===== config.mk =====
export PLATFORM = sky130hd
export DESIGN_NAME = bts_queue
export DESIGN_NICKNAME = d
export VERILOG_FILES = /design/src/sv/bilinear_texture_shade_macros.svh /design/src/sv/bts_pkg.sv /design/src/sv/bts_queue.sv
export SDC_FILE = /design/constraint.sdc
export NUM_CORES = 1
export LEC_CHECK = 0
export BUFFER_PORTS_ARGS = -buffer_cell sky130_fd_sc_hd__buf_2
export CORE_ASPECT_RATIO = 1.1
export CORE_MARGIN = 4
export CORE_UTILIZATION = 45
export CTS_CLUSTER_SIZE = 25
export DETAILED_ROUTE_END_ITERATION = 8
export GPL_TIMING_DRIVEN = 1
export PLACE_DENSITY_LB_ADDON = 0.3
export SKIP_LAST_GASP = 1
export SLEW_MARGIN = 20
export SYNTH_ARGS = -nofsm -noshare
export SYNTH_HDL_FRONTEND = slang
export SYNTH_SLANG_ARGS = --single-unit

===== constraint.sdc =====
create_clock -name clk_i -period 11.2 [get_ports clk_i]
set_input_delay 2.24 -clock clk_i [delete_from_list [all_inputs] [get_ports clk_i]]
set_output_delay 2.24 -clock clk_i [all_outputs]
set_load 0.05 [all_outputs]

===== src/sv/bilinear_texture_shade_macros.svh =====
// assertion macros for the bilinear texture shade block
// used by the top level only; needs clk_i and rst_ni in scope
`ifndef BILINEAR_TEXTURE_SHADE_MACROS_SVH
`define BILINEAR_TEXTURE_SHADE_MACROS_SVH
`ifndef NO_ASSERTIONS
`define BTS_ASSERT(lbl, prop) \
  lbl: assert property (@(posedge clk_i) disable iff (!rst_ni) prop) \
    else $error("bilinear_texture_shade assertion failed");
`define BTS_ASSERT_AFTER6(lbl, cause, effect) \
  lbl: assert property (@(posedge clk_i) disable iff (!rst_ni) (cause) |-> ##6 (effect)) \
    else $error("bilinear_texture_shade latency check failed");
`else
`define BTS_ASSERT(lbl, prop)
`define BTS_ASSERT_AFTER6(lbl, cause, effect)
`endif
`endif


===== src/sv/bts_pkg.sv =====
// shared types and constants of the bilinear texture shade block
// no dependencies
package bts_pkg;

  typedef enum logic {
    REQ_LOAD   = 1'b0,
    REQ_SAMPLE = 1'b1
  } req_e;

  typedef enum logic [1:0] {
    REG_TEX_WIDTH   = 2'd0,
    REG_TEX_HEIGHT  = 2'd1,
    REG_TEX_PRESENT = 2'd2
  } reg_e;

  typedef struct packed {
    logic full;
    logic empty;
  } q_status_t;

  typedef struct packed {
    logic [7:0] red;
    logic [7:0] green;
    logic [7:0] blue;
  } rgb_t;

  // flat grey of 0.72 in q16, scaled to the accumulator format
  localparam logic [15:0] GREY_Q16 = 16'd47186;
  localparam logic [42:0] GREY_ACC = 43'(64'd47186 * 64'd255 * 64'd65536);

endpackage


===== src/sv/bts_queue.sv =====
// two-entry queue between front and back
// depends on bts_pkg
module bts_queue #(
  parameter int EW = 128
) (
  input  logic               clk_i,
  input  logic               rst_ni,
  input  logic               push_i,
  input  logic [EW-1:0]      data_i,
  input  logic               pop_i,
  output logic [EW-1:0]      data_o,
  output bts_pkg::q_status_t status_o
);

  logic [EW-1:0] mem_q [2];
  logic          wr_q, rd_q;
  logic [1:0]    cnt_q;

  always_ff @(posedge clk_i) begin
    if (push_i) mem_q[wr_q] <= data_i;
  end

  always_ff @(posedge clk_i or negedge rst_ni) begin
    if (!rst_ni) begin
      wr_q  <= 1'b0;
      rd_q  <= 1'b0;
      cnt_q <= 2'd0;
    end else begin
      if (push_i) wr_q <= ~wr_q;
      if (pop_i) rd_q <= ~rd_q;
      cnt_q <= cnt_q + 2'(push_i) - 2'(pop_i);
    end
  end

  assign data_o         = mem_q[rd_q];
  assign status_o.full  = (cnt_q == 2'd2);
  assign status_o.empty = (cnt_q == 2'd0);

endmodule


==> flow_summary_export.csv <==
group,metric,value,unit
drt,vias,4806,
drt,postRouteAntennaNets,0,
clock_tree,cts_buffers,26,
drt,drt_wl_total,18.3,mm
drt,wl_per_cell,18.8,um
worst_setup_path,cp_cell_sequence,"buf_4 -> mux2_2 -> buf_2",
sta,timing.final.crit_share,47.1,%
grt,gr-usage-all-layers,15.0,%
synthesis,synth-seq-cells,260,
place,placed_cells,920,
grt,grt_pass1_vias,5172,
sta,fmax,189,MHz
clock_tree,cts_sinks,260,
worst_setup_path,r2r_start,"wr_q",
drt,via_per_inst,4.96,
pwr,ir_drop,221,uV
floorplanning,initial_utilization,45.9,%
floorplanning,io_pins,262,
clock_tree,root_buffer,"clkbuf_16",
worst_setup_path,reg2reg_to,"mem_q[1][94]",
layout,nFillCells,1600,
drt,first_pass_iters,4,
synthesis,synth_area,9480,um^2
synthesis,synth_cells,413,
sta,finalHoldViolCount,0,
floorplanning,die_w,146,um
drt,route.detailed.drc,0,
place,dpl.hpwl,12.1,mm
clock_tree,path_clk_slew,0.06,ns
place,place_ws,6.43,ns
worst_setup_path,worstPathMaxFanout,65,
synthesis,seq_area_frac_synth,82.2,%
synthesis,yosysUniqueCellTypes,12,
pwr,power_density,302,nW/um^2
worst_setup_path,cp-end-kind,"primary output",
sta,tns,0,ns
layout,utilization,57.1,%
sta,post-route-min-period,5.28,ns
layout,stdcell_count,969,
floorplanning,fp.dieH,160,um
grt,globalRouteOverflowTotal,0,
worst_setup_path,required,8.96,ns
layout,drive_gt1_share,60.2,%
clock_tree,post_cts.repair.setup_buffers,0,
worst_setup_path,slowest_stage,"dfrtp_4",
run,maxCapViolCount,0,
run_status,status,"finished, final reports clean",
layout,area_delta_synth_final,24.3,%
clock_tree,cts_max_level,1,
clock_tree,cts_buffer_depth,3,
sta,tightest_slew,0.939,ns
min_path,hp-class,"reg2reg",
clock_tree,cts_tree,"yes",
drt,dr.first_iter.drc_count,200,
grt,antenna_found_initial,4,
worst_setup_path,r2r_setup_slack,8.72,ns
place,gp_congestion,0.704,
worst_setup_path,crit_path_end,"data_o[5]",
place,numPortBuffers,261,
layout,nets,826,
synthesis,synth_warnings,0,
worst_setup_path,start_kind,"flip-flop",
grt,grt_start_max_net_pins,69,
sta,slew_headroom,37.4,%
sta,worst_slack,5.92,ns
worst_setup_path,arrival,3.04,ns
layout,mostFrequentLayoutCells,"buf_2, edfxtp_1, mux2_2",
sta,final_max_slew_viol_count,0,
grt,grt_pass1_wl,28.3,mm
synthesis,synth_area_per_cell,22.9,um^2
sta,grt_setup_unrepaired,"false",
worst_setup_path,critPathLaunch,"rd_q",
worst_setup_path,max_stage_delay,0.98,ns
synthesis,syn_nets,547,
floorplanning,die_area,23400,um^2
worst_setup_path,rr_worst_depth,2,
sta,whs,0.553,ns
sta,finalClockSkew,0.0126,ns
layout,final_common_cell,"buf_2",
clock_tree,ctsHoldBuffers,0,
pwr,p_leak,4.45,nW
floorplanning,fp.coreArea,20600,um^2
floorplanning,rows,55,
clock_tree,cts_resized,0,
clock_tree,worstSkewPairLatency,0.51,ns
worst_setup_path,critPathKind,"reg2out",
sta,setup_viol,0,
-- critical path: cells and delay by family (launching register included) --
family / cells / cell delay [ns]
buf+inv: 2 / 1.00
flops: 1 / 0.98
mux: 1 / 0.43
-- where the power goes --
part | internal (mW) | total (mW) | switching (mW) | leakage, nW
combinational | 0.376 | 1.39 | 1.01 | 1.62
sequential | 1.29 | 1.38 | 0.0860 | 2.45
clock | 0.461 | 0.793 | 0.332 | 0.383
-- layout make-up --
class | instances | area (um^2) | area share [%]
Timing Repair Buffer | 265 | 1340 | 11.3
Antenna cell | 2 | 5.00 | 0.0425
Tap cell | 256 | 320 | 2.72
Inverter | 2 | 7.51 | 0.0637
Clock inverter | 13 | 80.1 | 0.680
Multi-Input combinational cell | 137 | 1540 | 13.1
Clock buffer | 34 | 702 | 5.96
Sequential cell | 260 | 7790 | 66.1
-- state kept, by name, indices dropped and copies added, names as in the netlist --
name / flops
wr_q: 1
mem_q: 256
cnt_q: 2
rd_q: 1
-- stage by stage --
stage                     cell area [um^2]  total power, mW
after CTS                            11800             3.61
after global routing                 11800             3.72
final                                11800             3.56
after floorplan                       9480             2.55
after detailed placement             11000             2.81
after global placement               11000             2.79
-- cell families after synthesis --
| family | share of synthesized area [%] |
|---|---|
| DFF | 82.2 |
| and+or+nand+nor | 0.238 |
| muxes | 15.2 |
| buffers and inverters | 1.68 |
| adders and majority gates | 0.264 |
| xor gates and xnor gates | 0.436 |
-- metal layers --
layer	vias up	GRT usage [%]	routed length, um
met4	4	5.09	510
met1	2376	18.4	7070
li1	2213	-	-
met5	-	0	34
met2	174	25.7	9350
met3	39	4.23	1290
-- worst min-delay path by stage --
stage	startpoint	end	slack, ns	cells after the start
6_report	wr_q	wr_q	0.55	1
5_1_grt	wr_q	wr_q	0.58	1
4_1_cts	wr_q	wr_q	0.56	1
3_5_place_dp	wr_q	wr_q	0.54	1
3_3_place_gp	wr_q	wr_q	0.53	1
2_1_floorplan	wr_q	wr_q	0.46	1
-- cells in the mapped netlist (all sizes together) --
| cell | number | area share [%] |
|---|---|---|
| inv | 2 | 0.079 |
| and2 | 1 | 0.066 |
| xor2 | 2 | 0.18 |
| edfxtp | 256 | 81 |
| xor3 | 1 | 0.25 |
| mux2 | 128 | 15 |
| buf | 14 | 1.6 |
| ha | 2 | 0.26 |
| dfrtp | 4 | 1.1 |
| nor2 | 1 | 0.040 |
| nor2b | 2 | 0.13 |
(Power assumes the default switching activity.)
