--- config.mk ---
export PLATFORM = sky130hd
export DESIGN_NAME = bts_front
export DESIGN_NICKNAME = d
export VERILOG_FILES = /design/src/sv/bilinear_texture_shade_macros.svh /design/src/sv/bts_pkg.sv /design/src/sv/bts_front.sv
export SDC_FILE = /design/constraint.sdc
export NUM_CORES = 1
export LEC_CHECK = 0
export BUFFER_PORTS_ARGS = -buffer_cell sky130_fd_sc_hd__buf_2
export CAP_MARGIN = 0
export CORE_MARGIN = 5
export CORE_UTILIZATION = 60
export CTS_CLUSTER_DIAMETER = 50
export DETAILED_ROUTE_END_ITERATION = 6
export PLACE_DENSITY = 0.95
export SYNTH_ARGS = -nofsm -noshare
export SYNTH_HDL_FRONTEND = slang
export SYNTH_SLANG_ARGS = --single-unit
--- constraint.sdc ---
create_clock -name clk_i -period 19.5 [get_ports clk_i]
set_clock_uncertainty 0.1 [all_clocks]
set_input_delay 0 -clock clk_i [delete_from_list [all_inputs] [get_ports clk_i]]
set_output_delay 0 -clock clk_i [all_outputs]
set_load 0.01 [all_outputs]
--- src/sv/bilinear_texture_shade_macros.svh ---
// assertion macros for the bilinear texture shade block
// used by the top level only; needs clk_i and rst_ni in scope
`ifndef BILINEAR_TEXTURE_SHADE_MACROS_SVH
`define BILINEAR_TEXTURE_SHADE_MACROS_SVH
`ifndef NO_ASSERTIONS
`define BTS_ASSERT(lbl, prop) \
  lbl: assert property (@(posedge clk_i) disable iff (!rst_ni) prop) \
    else $error("bilinear_texture_shade assertion failed");
`define BTS_ASSERT_AFTER6(lbl, cause, effect) \
  lbl: assert property (@(posedge clk_i) disable iff (!rst_ni) (cause) |-> ##6 (effect)) \
    else $error("bilinear_texture_shade latency check failed");
`else
`define BTS_ASSERT(lbl, prop)
`define BTS_ASSERT_AFTER6(lbl, cause, effect)
`endif
`endif

--- src/sv/bts_pkg.sv ---
// shared types and constants of the bilinear texture shade block
// no dependencies
package bts_pkg;

  typedef enum logic {
    REQ_LOAD   = 1'b0,
    REQ_SAMPLE = 1'b1
  } req_e;

  typedef enum logic [1:0] {
    REG_TEX_WIDTH   = 2'd0,
    REG_TEX_HEIGHT  = 2'd1,
    REG_TEX_PRESENT = 2'd2
  } reg_e;

  typedef struct packed {
    logic full;
    logic empty;
  } q_status_t;

  typedef struct packed {
    logic [7:0] red;
    logic [7:0] green;
    logic [7:0] blue;
  } rgb_t;

  // flat grey of 0.72 in q16, scaled to the accumulator format
  localparam logic [15:0] GREY_Q16 = 16'd47186;
  localparam logic [42:0] GREY_ACC = 43'(64'd47186 * 64'd255 * 64'd65536);

endpackage

--- src/sv/bts_front.sv ---
// front end: config registers, request classification, sample position setup
// depends on bts_pkg
module bts_front #(
  parameter int MAX_TEX_DIM     = 256,
  parameter int COORD_FRAC_BITS = 16,
  parameter int EW              = 128
) (
  input  logic          clk_i,
  input  logic          rst_ni,
  input  logic          cfg_we_i,
  input  logic [1:0]    cfg_idx_i,
  input  logic [8:0]    cfg_wdata_i,
  input  logic          req_type_i,
  input  logic [7:0]    texel_x_i,
  input  logic [7:0]    texel_y_i,
  input  logic [7:0]    load_red_i,
  input  logic [7:0]    load_green_i,
  input  logic [7:0]    load_blue_i,
  input  logic [23:0]   coord_u_i,
  input  logic [23:0]   coord_v_i,
  input  logic [11:0]   shade_factor_i,
  output logic [EW-1:0] entry_o
);

  localparam int F    = COORD_FRAC_BITS;
  localparam int DW   = $clog2(MAX_TEX_DIM + 1);
  localparam int BW   = DW + 1;
  localparam int PW   = F + 1 + DW + 1;
  localparam int SH_R = (F >= 16) ? F - 16 : 0;
  localparam int SH_L = (F >= 16) ? 0 : 16 - F;

  typedef struct packed {
    logic                 is_sample;
    logic                 present;
    logic signed [BW-1:0] x0;
    logic signed [BW-1:0] y0;
    logic [15:0]          dx;
    logic [15:0]          dy;
    logic [DW-1:0]        w;
    logic [DW-1:0]        h;
    logic [7:0]           lx;
    logic [7:0]           ly;
    logic [7:0]           lr;
    logic [7:0]           lg;
    logic [7:0]           lb;
    logic [11:0]          shade;
  } entry_t;

  logic [8:0] width_q, height_q;
  logic       present_q;

  always_ff @(posedge clk_i or negedge rst_ni) begin
    if (!rst_ni) begin
      width_q   <= 9'd1;
      height_q  <= 9'd1;
      present_q <= 1'b0;
    end else if (cfg_we_i) begin
      case (cfg_idx_i)
        bts_pkg::REG_TEX_WIDTH:   width_q   <= cfg_wdata_i;
        bts_pkg::REG_TEX_HEIGHT:  height_q  <= cfg_wdata_i;
        bts_pkg::REG_TEX_PRESENT: present_q <= cfg_wdata_i[0];
        default: ;
      endcase
    end
  end

  function automatic logic [DW-1:0] eff_dim(input logic [8:0] d);
    logic [DW-1:0] r;
    if (d == 9'd0) r = DW'(1);
    else if (32'(d) > 32'(MAX_TEX_DIM)) r = DW'(MAX_TEX_DIM);
    else r = DW'(d);
    return r;
  endfunction

  logic [DW-1:0] w_eff, h_eff;
  logic [F:0]    uf, vf;
  logic [PW-1:0] pos_u, pos_v;
  entry_t        e;

  assign w_eff = eff_dim(width_q);
  assign h_eff = eff_dim(height_q);
  assign uf    = {1'b0, coord_u_i[F-1:0]};
  // v flips: an integer v becomes exactly one
  assign vf    = (F+1)'(1) << F;
  logic [F:0] vflip;
  assign vflip = vf - {1'b0, coord_v_i[F-1:0]};

  assign pos_u = PW'(uf) * PW'(w_eff) + PW'(1 << (F - 1)) * PW'(1);
  assign pos_v = PW'(vflip) * PW'(h_eff) + PW'(1 << (F - 1));

  always_comb begin
    e           = '0;
    e.is_sample = req_type_i;
    e.present   = present_q;
    e.x0        = $signed({1'b0, DW'(pos_u >> F)}) - BW'(1);
    e.y0        = $signed({1'b0, DW'(pos_v >> F)}) - BW'(1);
    e.dx        = 16'((32'(pos_u[F-1:0]) >> SH_R) << SH_L);
    e.dy        = 16'((32'(pos_v[F-1:0]) >> SH_R) << SH_L);
    e.w         = w_eff;
    e.h         = h_eff;
    e.lx        = texel_x_i;
    e.ly        = texel_y_i;
    e.lr        = load_red_i;
    e.lg        = load_green_i;
    e.lb        = load_blue_i;
    e.shade     = shade_factor_i;
  end

  assign entry_o = EW'(e);

endmodule

==> results by group <==
Outcome
  – Run status: finished clean

Floorplan
  – Height of the die: ~150 um
  – Placeable Area: 18600 sq um
  – Rows: 50
  – Starting density of the core: 60.8%
  – Die Area: approximately 22000 sq um
  – Chip Width: about 150 um
  – IO Pins: 243

CTS
  – Hold buffers post-CTS: 63
  – Clk sink count: 19
  – Post-CTS Resized: 0
  – Total CTS buffers: 3
  – CTS tree: yes
  – Clock Tree Root: clkbuf_16
  – H-tree depth: 1
  – Clock Tree Buf Depth: 2
  – Setup bufs post-CTS: 0
  – Worst-path clk slew: ~0.050 ns
  – Worst-skew pair later-pin latency: 0.24 ns

Global routing
  – Initial antenna violation count: 0
  – Largest net degree at the start of global routing: 29
  – Vias in the first global route: 10300
  – Overflow after GRT: 0
  – First-pass GRT wire length: around 46 mm
  – GR Util All Layers: about a quarter

Synth
  – Mean Syn Cell Area: about 8.5 sq um
  – Top post-synthesis cells by area: fa_1, ha_1, inv_1, nand2_1, and2_1
  – Library cells used by synthesis: 61
  – Sequential area share after synthesis: 4.22%
  – Cell Area, Synth: approximately 11000 sq um
  – Asr flop ratio synth: between 90% and 100%
  – Yosys warning count: 0
  – Most used DFF post-synth: dfrtp_1
  – Post-synthesis cell count: 1328
  – Post-synth top area share: 36.0%
  – #FFs+latches synth: 19
  – Cell taking the most area after synthesis: fa_1
  – Number of synthesized flops with an enable pin: 0

Worst setup path
  – Crit path max fanout: 28
  – Crit. End Element: output pin
  – Critical path class: flip-flop to output pin
  – Required time of the critical path: 19.40 ns
  – Top delay family on crit path: adder cells
  – CP cell instances: nand2b_1 > inv_1 > and2_1 > fa_1 > inv_1 > fa_1 > inv_1 > fa_1 > inv_1 > fa_1 > inv_1 > ha_1 > ha_1 > a21oi_1 > a21oi_1 > a211oi_1 > inv_1 > and3_1 > a2111oi_0 > nand3_1 > nor3_1 > xor2_1 > buf_2
  – Most frequent cell on the critical path: inv_1
  – Critical Path Max Stage Delay: 0.94 ns
  – Startpoint Class: flip-flop
  – CP arrival: 7.65 ns
  – Slowest cell on crit path: dfrtp_1
  – Critical path buffers and inverters: 7

STA
  – Max-slew violation count: 0
  – Slew @ Worst Pin: 1.28 ns
  – Slew margin rel.: 14.2%
  – Fin Hold WS: between 0.015 and 0.02 ns
  – RSZ-0062 raised after global routing: no
  – Setup tns final: 0 ns
  – Final Hold Vio Count: 0
  – Max Fclk: 0.129 GHz
  – Min cycle time layout: between 7 and 8 ns
  – Fin crit share: 39.7%
  – Final setup fails: 0

Finish
  – Leading cell types in the layout, fill and taps excluded: inv_1, fa_1, nand2_1
  – Fin area: ~12000 sq um
  – Filler cells: 1393
  – Ant. Diodes: 0
  – Layout cells sized above 1: 11.8%
  – Layout area overhead: 9.45%
  – Nets: around 1900
  – Most common cell after layout, fill and taps aside: inv_1

Drt
  – Vias per cell: ~5.7
  – Total routed wirelength: between 20 and 30 mm
  – Antenna-violating nets left: 0
  – Iter 0 DRT Violations: 715
  – TritonRoute pass-1 iters: 5
  – Via count: 9494
  – DR WL/cell: about 17 um
  – Remaining DRCs: 0

Placement
  – GP Congestion: 0.922
  – Area post-placement: 11700 sq um
  – Dpl hpwl: about 22 mm
  – Port Buffer Count: around 120

Hold path
  – Worst min path class: input pin to flip-flop

Job
  – Max-cap violations: 0
==> path summary, 6_finish.rpt <==
kind                              start            to  slack [ns]  cells past startpoint
max in group asynchronous        rst_ni   height_q[0]       18.85                      2
min reg2reg                   present_q     present_q        0.41                      1
max reg2reg                 height_q[8]   height_q[8]       18.10                      1
max                         height_q[8]  entry_o[110]       11.75                     23
min in group asynchronous        rst_ni   height_q[1]        0.13                      2
min                        cfg_idx_i[1]     present_q        0.02                      3
==> tightest hold or removal path, cell delays in order <==
cell and delay, ns:
buf_2 0.11, nand3b_1 0.08, mux2_2 0.14
==> sequential cells by signal, indices dropped and copies added, names as in the netlist <==
register   count
present_q      1
width_q        9
height_q       9
==> cells by family after synthesis <==
family,share of synthesized area [%]
fa+ha+maj,50.4
other cells,0.0331
flops,4.22
buf+inv,13.5
mux,2.06
simple gates,18.3
xor+xnor,6.08
compound gates,5.40
==> metal layers <==
layer / part of all wire (%) / global-route usage, % / up-vias / wire (um)
met3: 8.7 / 3.59 / 119 / 2450
met4: 3.9 / 9.65 / 0 / 1100
met5: 0 / 0 / - / 0
met1: 36 / 31.1 / 4640 / 10100
li1: - / - / 4195 / -
met2: 51 / 45.7 / 540 / 14300
==> cell usage after synthesis (all sizes together) (19+ instances only) <==
library cell / instances
ha: 130
o21ai: 21
clkbuf: 32
nor3: 19
and2: 78
nand2: 199
nor2: 76
buf: 71
xor2: 33
xnor2: 44
mux2: 19
inv: 244
a21oi: 33
fa: 204
==> final cells by class <==
type / instances / area, sq um / area share (%)
clock buffer: 4 / 78.8 / 0.636
inverter: 246 / 923 / 7.44
multi-input combinational: 963 / 9340 / 75.3
sequential: 19 / 478 / 3.85
tap: 234 / 293 / 2.36
timing repair buffer: 190 / 1290 / 10.4
==> per-stage QoR <==
| step | cells | util (%) | setup slack [ns] |
|---|---|---|---|
| detailed placement | 1589 | 62.7 | 11.90 |
| global route | 1656 | 66.5 | 11.42 |
| CTS | 1656 | 66.5 | 11.88 |
| finish | 1656 | 66.5 | 11.75 |
| floorplan | 1331 | - | 12.69 |
| global placement | 1589 | 62.7 | 12.12 |
Power is left out: the tool's default activity adds up to more than one toggle a clock period on the data nets, which glitch-free logic cannot reach.
